`src/rtl/ncle_pkg.sv`:
```
// Shared types, codes and the noise divisor table for the noise channel.
package ncle_pkg;

    localparam int unsigned TimerWidth = 23;
    localparam int unsigned LfsrWidth  = 15;

    localparam logic [LfsrWidth-1:0] LfsrSeed = 15'h7FFF;

    typedef logic [2:0] op_code_t;

    localparam op_code_t OP_WRITE   = 3'd0;
    localparam op_code_t OP_READ    = 3'd1;
    localparam op_code_t OP_ADVANCE = 3'd2;
    localparam op_code_t OP_LENGTH  = 3'd3;
    localparam op_code_t OP_ENV     = 3'd4;

    typedef logic [1:0] reg_sel_t;

    localparam reg_sel_t REG_LENGTH  = 2'd0;
    localparam reg_sel_t REG_VOLUME  = 2'd1;
    localparam reg_sel_t REG_POLY    = 2'd2;
    localparam reg_sel_t REG_CONTROL = 2'd3;

    typedef enum logic [1:0] {
        S_IDLE,
        S_EXEC,
        S_SHIFT,
        S_DONE
    } state_t;

    // Base timer period for each divisor code.
    function automatic logic [6:0] base_period(input logic [2:0] sel);
        logic [6:0] p;
        case (sel)
            3'd0:    p = 7'd8;
            3'd1:    p = 7'd16;
            3'd2:    p = 7'd32;
            3'd3:    p = 7'd48;
            3'd4:    p = 7'd64;
            3'd5:    p = 7'd80;
            3'd6:    p = 7'd96;
            3'd7:    p = 7'd112;
            default: p = 7'd8;
        endcase
        return p;
    endfunction

    // One LFSR step; in short mode bit 6 also takes the feedback bit.
    function automatic logic [LfsrWidth-1:0] lfsr_step(input logic [LfsrWidth-1:0] l,
                                                       input logic short_m);
        logic                 fb;
        logic [LfsrWidth-1:0] n;
        fb = l[0] ^ l[1];
        n  = {fb, l[LfsrWidth-1:1]};
        if (short_m)
        begin
            n[6] = fb;
        end
        return n;
    endfunction

endpackage

```
`src/rtl/ncle_in_if.sv`:
```
// Request channel: one operation item with valid/ready handshake.
interface ncle_in_if
    import ncle_pkg::*;
();
    logic       valid;
    logic       ready;
    op_code_t   op;
    reg_sel_t   reg_index;
    logic [7:0] write_data;
    logic [7:0] cycles;

    modport source (output valid, output op, output reg_index, output write_data,
                    output cycles, input ready);
    modport sink   (input valid, input op, input reg_index, input write_data,
                    input cycles, output ready);
endinterface

```
`src/rtl/ncle_out_if.sv`:
```
// Response channel: read data, sample and channel status with valid/ready handshake.
interface ncle_out_if
    import ncle_pkg::*;
();
    logic       valid;
    logic       ready;
    logic [7:0] read_data;
    logic [3:0] sample;
    logic       channel_on;

    modport source (output valid, output read_data, output sample, output channel_on,
                    input ready);
    modport sink   (input valid, input read_data, input sample, input channel_on,
                    output ready);
endinterface

```
`src/rtl/noise_channel_lfsr_envelope_core.sv`:
```
// Noise channel: LFSR, reload timer, length counter and envelope under a small sequencer.
// Each item passes EXEC and then DONE; a trigger write or an advance that expires
// the timer also passes SHIFT between them, where the reload value is built by
// repeated doubling through the one shared 23-bit adder.
// A new item is taken while a result waits in the output register.
// Reset: asynchronous, clears all channel state and sets the LFSR to all ones.
module noise_channel_lfsr_envelope_core
    import ncle_pkg::*;
(
    input  logic        clk,
    input  logic        rst_n,
    ncle_in_if.sink     req,
    ncle_out_if.source  rsp
);

    state_t state_reg, state_next;

    // Latched item
    op_code_t   op_reg;
    reg_sel_t   idx_reg;
    logic [7:0] data_reg;
    logic [7:0] cyc_reg;

    // Channel state
    logic [7:0]            vol_copy_reg, vol_copy_next;
    logic [7:0]            ctl_copy_reg, ctl_copy_next;
    logic                  en_reg, en_next;
    logic                  dac_reg, dac_next;
    logic                  len_on_reg, len_on_next;
    logic [TimerWidth-1:0] timer_reg, timer_next;
    logic [6:0]            len_cnt_reg, len_cnt_next;
    logic [3:0]            env_cd_reg, env_cd_next;
    logic [2:0]            env_per_reg, env_per_next;
    logic                  env_up_reg, env_up_next;
    logic [3:0]            env_start_reg, env_start_next;
    logic [3:0]            vol_reg, vol_next;
    logic [3:0]            shift_reg, shift_next;
    logic                  short_reg, short_next;
    logic [2:0]            div_reg, div_next;
    logic [LfsrWidth-1:0]  lfsr_reg, lfsr_next;

    // Shared adder and its reload accumulator
    logic [TimerWidth-1:0] acc_reg, acc_next;
    logic [3:0]            cnt_reg, cnt_next;
    logic [TimerWidth-1:0] alu_a, alu_b, alu_sum;
    logic                  alu_cin;

    logic [7:0] rd_reg, rd_next;

    logic       out_valid_reg, out_valid_next;
    logic [7:0] out_rd_reg, out_rd_next;
    logic [3:0] out_smp_reg, out_smp_next;
    logic       out_on_reg, out_on_next;

    logic       accept;
    logic [3:0] env_cd_dec;
    logic [6:0] len_dec;

    assign accept    = req.valid && req.ready;
    assign req.ready = (state_reg == S_IDLE);

    assign rsp.valid      = out_valid_reg;
    assign rsp.read_data  = out_rd_reg;
    assign rsp.sample     = out_smp_reg;
    assign rsp.channel_on = out_on_reg;

    // Timer subtract in EXEC, doubling of the reload value in SHIFT
    always_comb
    begin
        if (state_reg == S_SHIFT)
        begin
            alu_a   = acc_reg;
            alu_b   = acc_reg;
            alu_cin = 1'b0;
        end
        else
        begin
            alu_a   = timer_reg;
            alu_b   = ~{{(TimerWidth-8){1'b0}}, cyc_reg};
            alu_cin = 1'b1;
        end
        alu_sum = alu_a + alu_b + {{(TimerWidth-1){1'b0}}, alu_cin};
    end

    assign env_cd_dec = (env_cd_reg != 4'd0) ? env_cd_reg - 4'd1 : env_cd_reg;
    assign len_dec    = (len_cnt_reg != 7'd0) ? len_cnt_reg - 7'd1 : len_cnt_reg;

    always_comb
    begin
        state_next     = state_reg;
        vol_copy_next  = vol_copy_reg;
        ctl_copy_next  = ctl_copy_reg;
        en_next        = en_reg;
        dac_next       = dac_reg;
        len_on_next    = len_on_reg;
        timer_next     = timer_reg;
        len_cnt_next   = len_cnt_reg;
        env_cd_next    = env_cd_reg;
        env_per_next   = env_per_reg;
        env_up_next    = env_up_reg;
        env_start_next = env_start_reg;
        vol_next       = vol_reg;
        shift_next     = shift_reg;
        short_next     = short_reg;
        div_next       = div_reg;
        lfsr_next      = lfsr_reg;
        acc_next       = acc_reg;
        cnt_next       = cnt_reg;
        rd_next        = rd_reg;
        out_valid_next = out_valid_reg;
        out_rd_next    = out_rd_reg;
        out_smp_next   = out_smp_reg;
        out_on_next    = out_on_reg;

        if (out_valid_reg && rsp.ready)
        begin
            out_valid_next = 1'b0;
        end

        case (state_reg)
            S_IDLE:
            begin
                if (accept)
                begin
                    state_next = S_EXEC;
                end
            end
            S_EXEC:
            begin
                rd_next    = 8'h00;
                state_next = S_DONE;
                case (op_reg)
                    OP_WRITE:
                    begin
                        case (idx_reg)
                            REG_LENGTH:
                            begin
                                len_cnt_next = 7'd64 - {1'b0, data_reg[5:0]};
                            end
                            REG_VOLUME:
                            begin
                                vol_copy_next  = data_reg;
                                env_start_next = data_reg[7:4];
                                env_up_next    = data_reg[3];
                                env_per_next   = data_reg[2:0];
                                dac_next       = (data_reg[7:3] != 5'd0);
                                if (data_reg[7:3] == 5'd0)
                                begin
                                    en_next = 1'b0;
                                end
                            end
                            REG_POLY:
                            begin
                                shift_next = data_reg[7:4];
                                short_next = data_reg[3];
                                div_next   = data_reg[2:0];
                            end
                            REG_CONTROL:
                            begin
                                ctl_copy_next = data_reg;
                                len_on_next   = data_reg[6];
                                if (data_reg[7])
                                begin
                                    en_next = dac_reg;
                                    if (len_cnt_reg == 7'd0)
                                    begin
                                        len_cnt_next = 7'd64;
                                    end
                                    vol_next    = env_start_reg;
                                    env_cd_next = (env_per_reg == 3'd0) ? 4'd8
                                                                        : {1'b0, env_per_reg};
                                    lfsr_next   = LfsrSeed;
                                    acc_next    = {{(TimerWidth-7){1'b0}}, base_period(div_reg)};
                                    cnt_next    = shift_reg;
                                    state_next  = S_SHIFT;
                                end
                            end
                            default:
                            begin
                            end
                        endcase
                    end
                    OP_READ:
                    begin
                        case (idx_reg)
                            REG_VOLUME:  rd_next = vol_copy_reg;
                            REG_CONTROL: rd_next = ctl_copy_reg | 8'hBF;
                            default:     rd_next = 8'hFF;
                        endcase
                    end
                    OP_ADVANCE:
                    begin
                        if (en_reg)
                        begin
                            // Expire at or below zero: step once and rebuild the reload
                            if (alu_sum[TimerWidth-1] || alu_sum == '0)
                            begin
                                lfsr_next  = lfsr_step(lfsr_reg, short_reg);
                                acc_next   = {{(TimerWidth-7){1'b0}}, base_period(div_reg)};
                                cnt_next   = shift_reg;
                                state_next = S_SHIFT;
                            end
                            else
                            begin
                                timer_next = alu_sum;
                            end
                        end
                    end
                    OP_LENGTH:
                    begin
                        if (len_on_reg)
                        begin
                            len_cnt_next = len_dec;
                            if (len_dec == 7'd0)
                            begin
                                en_next = 1'b0;
                            end
                        end
                    end
                    OP_ENV:
                    begin
                        if (env_per_reg != 3'd0)
                        begin
                            env_cd_next = env_cd_dec;
                            if (env_cd_dec == 4'd0)
                            begin
                                env_cd_next = {1'b0, env_per_reg};
                                if (env_up_reg)
                                begin
                                    if (vol_reg != 4'd15)
                                    begin
                                        vol_next = vol_reg + 4'd1;
                                    end
                                end
                                else if (vol_reg != 4'd0)
                                begin
                                    vol_next = vol_reg - 4'd1;
                                end
                            end
                        end
                    end
                    default:
                    begin
                    end
                endcase
            end
            S_SHIFT:
            begin
                if (cnt_reg == 4'd0)
                begin
                    timer_next = acc_reg;
                    state_next = S_DONE;
                end
                else
                begin
                    acc_next = alu_sum;
                    cnt_next = cnt_reg - 4'd1;
                end
            end
            S_DONE:
            begin
                // Hold until the output register is free
                if (!out_valid_reg || rsp.ready)
                begin
                    out_valid_next = 1'b1;
                    out_rd_next    = rd_reg;
                    out_smp_next   = (en_reg && dac_reg && !lfsr_reg[0]) ? vol_reg : 4'd0;
                    out_on_next    = en_reg;
                    state_next     = S_IDLE;
                end
            end
            default:
            begin
                state_next = S_IDLE;
            end
        endcase
    end

    always_ff @(posedge clk or negedge rst_n)
    begin
        if (!rst_n)
        begin
            state_reg     <= S_IDLE;
            vol_copy_reg  <= 8'h00;
            ctl_copy_reg  <= 8'h00;
            en_reg        <= 1'b0;
            dac_reg       <= 1'b0;
            len_on_reg    <= 1'b0;
            timer_reg     <= '0;
            len_cnt_reg   <= 7'd0;
            env_cd_reg    <= 4'd0;
            env_per_reg   <= 3'd0;
            env_up_reg    <= 1'b0;
            env_start_reg <= 4'd0;
            vol_reg       <= 4'd0;
            shift_reg     <= 4'd0;
            short_reg     <= 1'b0;
            div_reg       <= 3'd0;
            lfsr_reg      <= LfsrSeed;
            cnt_reg       <= 4'd0;
            out_valid_reg <= 1'b0;
        end
        else
        begin
            state_reg     <= state_next;
            vol_copy_reg  <= vol_copy_next;
            ctl_copy_reg  <= ctl_copy_next;
            en_reg        <= en_next;
            dac_reg       <= dac_next;
            len_on_reg    <= len_on_next;
            timer_reg     <= timer_next;
            len_cnt_reg   <= len_cnt_next;
            env_cd_reg    <= env_cd_next;
            env_per_reg   <= env_per_next;
            env_up_reg    <= env_up_next;
            env_start_reg <= env_start_next;
            vol_reg       <= vol_next;
            shift_reg     <= shift_next;
            short_reg     <= short_next;
            div_reg       <= div_next;
            lfsr_reg      <= lfsr_next;
            cnt_reg       <= cnt_next;
            out_valid_reg <= out_valid_next;
        end
    end

    // Payload registers
    always_ff @(posedge clk)
    begin
        if (accept)
        begin
            op_reg   <= req.op;
            idx_reg  <= req.reg_index;
            data_reg <= req.write_data;
            cyc_reg  <= req.cycles;
        end
        acc_reg    <= acc_next;
        rd_reg     <= rd_next;
        out_rd_reg <= out_rd_next;
        out_smp_reg <= out_smp_next;
        out_on_reg <= out_on_next;
    end

    a_accept_exec: assert property (@(posedge clk) disable iff (!rst_n)
        accept |=> state_reg == S_EXEC)
        else $error("accepted item did not enter execution");

    a_rsp_from_done: assert property (@(posedge clk) disable iff (!rst_n)
        $rose(out_valid_reg) |-> $past(state_reg == S_DONE))
        else $error("result raised outside the done state");

    a_enable_needs_dac: assert property (@(posedge clk) disable iff (!rst_n)
        $rose(en_reg) |-> dac_reg)
        else $error("channel enabled with DAC off");

    a_reload_positive: assert property (@(posedge clk) disable iff (!rst_n)
        (state_reg == S_SHIFT && cnt_reg == 4'd0)
        |=> (!timer_reg[TimerWidth-1] && timer_reg != '0))
        else $error("timer reload not positive");

endmodule
```
`src/flat_wrapper.sv`:
```
// flat-port wrapper written by rule: the top's interface ports become plain ports
module noise_channel_lfsr_envelope_core_flat import ncle_pkg::*;
  (clk, rst_n, req_valid, req_op, req_reg_index, req_write_data, req_cycles, req_ready, rsp_valid, rsp_read_data, rsp_sample, rsp_channel_on, rsp_ready);
  ncle_in_if req_i ();
  ncle_out_if rsp_i ();
  input  logic clk;
  input  logic rst_n;
  input wire logic [$bits(req_i.valid)-1:0] req_valid;
  input wire logic [$bits(req_i.op)-1:0] req_op;
  input wire logic [$bits(req_i.reg_index)-1:0] req_reg_index;
  input wire logic [$bits(req_i.write_data)-1:0] req_write_data;
  input wire logic [$bits(req_i.cycles)-1:0] req_cycles;
  output wire logic [$bits(req_i.ready)-1:0] req_ready;
  output wire logic [$bits(rsp_i.valid)-1:0] rsp_valid;
  output wire logic [$bits(rsp_i.read_data)-1:0] rsp_read_data;
  output wire logic [$bits(rsp_i.sample)-1:0] rsp_sample;
  output wire logic [$bits(rsp_i.channel_on)-1:0] rsp_channel_on;
  input wire logic [$bits(rsp_i.ready)-1:0] rsp_ready;
  assign req_i.valid = req_valid;
  assign req_i.op = req_op;
  assign req_i.reg_index = req_reg_index;
  assign req_i.write_data = req_write_data;
  assign req_i.cycles = req_cycles;
  assign req_ready = req_i.ready;
  assign rsp_valid = rsp_i.valid;
  assign rsp_read_data = rsp_i.read_data;
  assign rsp_sample = rsp_i.sample;
  assign rsp_channel_on = rsp_i.channel_on;
  assign rsp_i.ready = rsp_ready;
  noise_channel_lfsr_envelope_core u_core (.clk(clk), .rst_n(rst_n), .req(req_i), .rsp(rsp_i));
endmodule
```
`config.mk`:
```
export PLATFORM = sky130hd
export DESIGN_NAME = noise_channel_lfsr_envelope_core_flat
export DESIGN_NICKNAME = d
export VERILOG_FILES = /design/src/rtl/ncle_pkg.sv /design/src/rtl/ncle_in_if.sv /design/src/rtl/ncle_out_if.sv /design/src/rtl/noise_channel_lfsr_envelope_core.sv /design/src/flat_wrapper.sv
export SDC_FILE = /design/constraint.sdc
export NUM_CORES = 1
export LEC_CHECK = 0
export ABC_AREA = 0
export BUFFER_PORTS_ARGS = -buffer_cell sky130_fd_sc_hd__buf_2
export CAP_MARGIN = 5
export CORE_ASPECT_RATIO = 1.4
export CORE_MARGIN = 2
export CORE_UTILIZATION = 45
export CTS_BUF_LIST = sky130_fd_sc_hd__clkbuf_4 sky130_fd_sc_hd__clkbuf_8
export CTS_CLUSTER_DIAMETER = 40
export CTS_CLUSTER_SIZE = 10
export DETAILED_ROUTE_END_ITERATION = 6
export PLACE_DENSITY = 0.74
export SKIP_CTS_REPAIR_TIMING = 1
export SLEW_MARGIN = 20
export SYNTH_ARGS = -nofsm -noshare
export SYNTH_HDL_FRONTEND = slang
export SYNTH_SLANG_ARGS = --single-unit
```
`constraint.sdc`:
```
create_clock -name clk -period 9.72 [get_ports clk]
set_input_delay 1.944 -clock clk [delete_from_list [all_inputs] [get_ports clk]]
set_output_delay 1.944 -clock clk [all_outputs]
set_load 0.03 [all_outputs]
```
Yosys cells after proc, flatten, opt, wreduce, memory -nomap -nowiden
Memory sizes are Yosys's and may differ from the RTL's.
Cells that the tools add are included.
Operators by class
  $add $sub $neg: 8
  eq/ne operators: 38
  mux-type cells: 68
  bitwise gates (word level): 2
  reductions and logical operators: 39
Operators by type and width (number)
  23-bit two-way mux: 11
  23-bit case mux with 2 select lines: 3
  4-bit two-way mux: 18
  15-bit two-way mux: 4
  4-bit case mux with 2 select lines: 4
  15-bit case mux with 2 select lines: 1
  7-bit two-way mux: 4
  7-bit case mux with 2 select lines: 2
  23-bit by 1-bit adder with 23-bit output: 1
  23-bit adder: 1
  23-bit logical NOT: 1
  8-bit NOT with 23-bit output: 1
  3-bit by 2-bit != test with 1-bit output, second input constant: 7
  2-bit by 1-bit != test with 1-bit output, second input constant: 10
  8-bit case mux with 2 select lines: 1
  7-bit logical NOT: 2
  7-bit AND reduction: 2
  3-bit AND reduction: 4
  6-bit AND reduction: 2
  4-bit by 1-bit subtractor with 4-bit output, second input constant: 3
  1-bit two-way mux: 11
  2-bit two-way mux: 5
  2-bit != test, second input constant: 5
  5-bit AND reduction: 2
  29 further kinds: 50
Storage, ports and cells
  bits in registers: 159
  ROM bits: 64
  input bits: 25
  output and inout port bits: 15
  word-level logic and storage cells: 185
  memories: 2
Memory list
  (name not given): depth 8, bits a word 4, rd ports 1, clocked after Yosys merged registers in 0, wr ports 0, RTL line ncle_pkg.sv:34  | case (sel)
  (name not given): depth 8, bits a word 4, rd ports 1, clocked after Yosys merged registers in 0, wr ports 0, RTL line ncle_pkg.sv:34

Depth between registers and ports, before layout
  depth after elaboration: 10
  depth in mapped cells: 23
  depth with buffers taken out: 18

Worst setup path before layout
OpenSTA, ideal clock, no wires.
  path kind: flip-flop to flip-flop
  from: register u_core.state_reg[0]
  to: register u_core.cnt_reg[3]
  library setup time: 0.129 ns
  arrival time: 5.588 ns
  data required time: 9.591 ns
  slack: 4.003 ns
  stages on the path, launching flop included: 23
  path buffers: 4
  period minus slack after synthesis: 5.717 ns
  cells stage by stage: dfrtp_1 -> inv_1 -> ha_1 -> buf_2 -> buf_1 -> clkbuf_1 -> buf_1 -> nand2_1 -> o21ai_0 -> inv_1 -> fa_1 -> fa_1 -> nand2b_1 -> a21oi_2 -> o21ai_0 -> o211ai_1 -> a211oi_1 -> a2111o_1 -> o311ai_0 -> nand2_1 -> inv_1 -> mux2i_1 -> nand3_1
Between the ends
  word-level cells in the longest chain between the ends: 8
  elaborated cells between the ends (all ways): 18
  classes of those cells: add/sub (2); eq/ne (8); mux (4); reduce/logical (4)
Ends and longest elaborated chain
  start: declaration: RTL line noise_channel_lfsr_envelope_core.sv:16  | state_t state_reg, state_next;
  start signal: assignment: RTL line noise_channel_lfsr_envelope_core.sv:305  | state_reg <= state_next;
  2-bit == test: RTL line noise_channel_lfsr_envelope_core.sv:70, noise_channel_lfsr_envelope_core.sv:120
  23-bit two-way mux: RTL line noise_channel_lfsr_envelope_core.sv:70  | if (state_reg == S_SHIFT)
  23-bit adder: RTL line noise_channel_lfsr_envelope_core.sv:82  | alu_sum = alu_a + alu_b + {{(TimerWidth-1){1'b0}}, alu_cin};
  23-bit by 1-bit adder with 23-bit output: RTL line noise_channel_lfsr_envelope_core.sv:82
  23-bit logical NOT: RTL line noise_channel_lfsr_envelope_core.sv:196  | if (alu_sum[TimerWidth-1] || alu_sum == '0)
  1-bit logical OR: RTL line noise_channel_lfsr_envelope_core.sv:196
  3-bit by 2-bit != test with 1-bit output (no source line)
  7-bit AND reduction (no source line)
  end signal: assignment: RTL line noise_channel_lfsr_envelope_core.sv:322  | cnt_reg <= cnt_next;
  end: declaration: RTL line noise_channel_lfsr_envelope_core.sv:44  | logic [3:0] cnt_reg, cnt_next;
Parallel ways exist; a longest one is shown, timed or not.
A chain may end at the register's enable or synchronous reset.

Final worst setup path
  from: register u_core.state_reg[0]
  to: register u_core.cnt_reg[2]
The elaborated chain is that of the path after synthesis.

==> impl_metrics.py <==
metrics = {
    "setup_path": {
        "r2r-start": "u_core.state_reg[0]",
        "cp_endpoint_kind": "flop",
        "cp_data_arrival_time_ps": 7110,
        "setup.worst_path.start_class": "flop",
        "ff_to_ff_path_depth": 17,
        "timing.critical_path.fanout_max": 29,
        "timing.critical_path.required_ps": 10070,
        "timing.rr.end": "u_core.cnt_reg[2]",
        "criticalPathCategory": "reg -> reg",
        "ff2ff_setup_slack_ps": 2960,
    },
    "place": {
        "port_buffers": 39,
        "dp_hpwl_mm": 13.2,
        "numPlacedInstances": 1027,
        "gp_routability_congestion": 0.936,
    },
    "clock_network": {
        "cts_made_buffers": 17,
        "tritoncts": "built",
        "h-tree-depth": 4,
        "clock_latency_ps": 470,
        "clock_sink_count": 144,
        "clkSlewWorstSetupHoldPaths_ps": 70,
        "cts.root.buffer_cell": "sky130_fd_sc_hd__clkbuf_8",
        "cts-root-to-sink-buffers": 2,
    },
    "logic_synthesis": {
        "synth_simple_gate_area_frac": 0.176,
        "ys_seq_elements": 144,
        "synth_largest_type_area_fraction": 0.242,
        "synth.most_common_cell": "sky130_fd_sc_hd__nor2_1",
        "yosys-mux-area-fraction": 0.0750,
        "synth_enable_flop_cells": 65,
        "synthesis.instances": 785,
        "ys_dominant_reg_cell": "sky130_fd_sc_hd__edfxtp_1",
        "ys_top_cells_by_count": "sky130_fd_sc_hd__nor2_1, sky130_fd_sc_hd__edfxtp_1, sky130_fd_sc_hd__nand2_1",
        "yosys-top-cells-area": "sky130_fd_sc_hd__edfxtp_1, sky130_fd_sc_hd__dfrtp_1, sky130_fd_sc_hd__dfstp_2",
        "asyncSetResetFlopFracSynth": 0.549,
        "synth_nets": 831,
        "synth_sequential_area_ratio": 0.490,
        "largest_family_of_logic_cells_by_synthesized_area": "simple AND/OR/NAND/NOR gates",
        "library_cell_occupying_the_most_area_in_the_post_synthesis_netlist": "sky130_fd_sc_hd__edfxtp_1",
        "syn_area_um2": 8060,
        "synthesis.area_per_instance_um2": 10.3,
        "synth_compound_area_frac": 0.170,
        "post_synthesis_share_of_cell_area_spent_on_full_adders_half_adders_and_majority_gates": 0.0354,
        "yosys.cell_types.count": 83,
        "synth-xor-area-share": 0.0163,
        "yosysWarnings": 0,
    },
    "drt": {
        "avgViaCountPerCell": 5.84,
        "antenna_left": 0,
        "remaining_drc_errors": 0,
        "num_vias": 6192,
        "drtIter0Drc": 445,
        "drt-total-wl_mm": 18.4,
        "firstDrtPassIters": 5,
        "routedWlPerCell_um": 17.4,
    },
    "floorplan": {
        "chipWidth_um": 117,
        "rows": 57,
        "die_h_um": 162,
        "design.die.area_um2": 19000,
        "floorplan.initialDensity": 0.461,
        "i_o_pin_cnt": 40,
        "floorplan_core_area_um2": 17500,
    },
    "layout": {
        "layout.nets": 857,
        "layoutNonFillerInstCount": 1060,
        "drive_gt1_frac": 0.171,
        "insertedDiodeCount": 0,
        "syn_to_final_growth_pct": 9.41,
    },
    "min_path": {
        "count_of_cells_along_the_worst_hold_path": 0,
        "whs_endpoint": "u_core.rsp.read_data[0]",
        "hold_path_class": "reg -> reg",
        "hold_path_startpoint": "u_core.rd_reg[0]",
    },
    "global_routing": {
        "grt-ovfl-total": 0,
        "grt_antenna_before_repair": 0,
        "grt_pass1_wl_mm": 30.4,
        "grt_use_total": 0.207,
        "vias_in_the_first_global_route": 5964,
        "grt_start_max_net_pins": 80,
    },
    "sta": {
        "rsz0062_at_grt": "false",
        "hold_viol_final": 0,
        "post-route-min-period_ps": 6760,
        "finalSetupViolCount": 0,
        "timing.final.max_slew_violations": 0,
        "maxClockFrequency_mhz": 148,
        "setup_tns_ps": 0,
        "final_min_period_over_clock_period": 0.696,
        "max_slew_margin": 0.340,
        "max_slew.worst_pin.slew_ps": 990,
        "clock_skew_ps": 12.8,
    },
    "status": {
        "outcome": "finished, final reports clean",
    },
    "job": {
        "drv_cap": 0,
    },
    "power_and_ir_drop": {
        "leakage_nw": 3.57,
        "peakVddDrop_mv": 0.160,
        "power_density_nw_per_um2": 348,
    },
}
routing by layer:
layer	wire length (µm)	global-route usage
met5	0	0
met4	674	0.0984
met3	729	0.0376
met2	9510	0.347
met1	7480	0.257
worst max-delay path by stage:
| stage | slack [ps] | cells past startpoint | from | end |
|---|---|---|---|---|
| global route | 2240 | 17 | u_core.state_reg[0] | u_core.cnt_reg[2] |
| detailed placement | 3140 | 17 | u_core.state_reg[0] | u_core.cnt_reg[3] |
| global placement | 3210 | 17 | u_core.state_reg[0] | u_core.cnt_reg[3] |
| finish | 2960 | 17 | u_core.state_reg[0] | u_core.cnt_reg[2] |
| floorplan | 4000 | 22 | u_core.state_reg[0] | u_core.cnt_reg[3] |
| CTS | 3120 | 17 | u_core.state_reg[0] | u_core.cnt_reg[3] |
area by class of cell:
cell class / instances / area, µm²
well taps: 236 / 295
repair buffers: 44 / 236
fillers: 1560 / 8650
inverters: 34 / 128
multi-input cells: 570 / 3820
flip-flops and latches: 144 / 3950
clock buffers: 22 / 284
clock inverters: 10 / 113
power by group:
group	internal, mW	switching, mW	leakage, nW
clock network	0.249	0.225	0.205
registers	0.942	0.195	1.57
logic	0.564	0.896	1.80
worst max-delay path, stage by stage (launching register included):
cell                       delay [ps]
sky130_fd_sc_hd__dfrtp_1          430
sky130_fd_sc_hd__inv_1            110
sky130_fd_sc_hd__ha_2             520
sky130_fd_sc_hd__clkinv_1         790
sky130_fd_sc_hd__nor2_1           280
sky130_fd_sc_hd__a21oi_1           70
sky130_fd_sc_hd__ha_1             430
sky130_fd_sc_hd__a21oi_1          410
sky130_fd_sc_hd__nand2_1          120
sky130_fd_sc_hd__o21ai_0          590
sky130_fd_sc_hd__o211ai_1         230
sky130_fd_sc_hd__a211oi_1         380
sky130_fd_sc_hd__a2111o_1         170
sky130_fd_sc_hd__o311ai_0         190
sky130_fd_sc_hd__nand2_1          300
sky130_fd_sc_hd__clkinv_1         810
sky130_fd_sc_hd__and3_1           540
sky130_fd_sc_hd__a211o_1          260
metrics by stage:
step	area [µm²]	utilization	power, mW	setup slack [ps]	hold WS (ps)
after global routing	8820	0.505	3.31	2240	424
after floorplan	8060	-	2.21	4000	400
after detailed placement	8410	0.482	2.59	3140	405
after global placement	8410	0.482	2.56	3210	403
final	8820	0.505	3.07	2960	421
after CTS	8810	0.504	3.07	3120	424
cell usage in the layout (no fill, tap or decap), types with 19 or more instances in the layout:
| master | synthesis | layout |
|---|---|---|
| sky130_fd_sc_hd__buf_2 | 5 | 39 |
| sky130_fd_sc_hd__dfrtp_1 | 64 | 64 |
| sky130_fd_sc_hd__nand2_1 | 65 | 65 |
| sky130_fd_sc_hd__nor2_1 | 67 | 67 |
| sky130_fd_sc_hd__clkbuf_8 | 0 | 19 |
| sky130_fd_sc_hd__a21oi_1 | 34 | 34 |
| sky130_fd_sc_hd__and2_1 | 30 | 30 |
| sky130_fd_sc_hd__o21ai_0 | 55 | 55 |
| sky130_fd_sc_hd__edfxtp_1 | 65 | 65 |
| sky130_fd_sc_hd__inv_1 | 33 | 32 |
| sky130_fd_sc_hd__mux2_2 | 26 | 26 |
| sky130_fd_sc_hd__nand2b_1 | 24 | 24 |
logic make-up after synthesis:
| kind of cell | count (synthesis) |
|---|---|
| xor+xnor | 15 |
| buf+inv | 71 |
| compound gates | 203 |
| mux | 52 |
| fa+ha+maj | 21 |
| flops | 144 |
| simple gates | 279 |
Note: power is estimated with default switching activity, not from simulation.
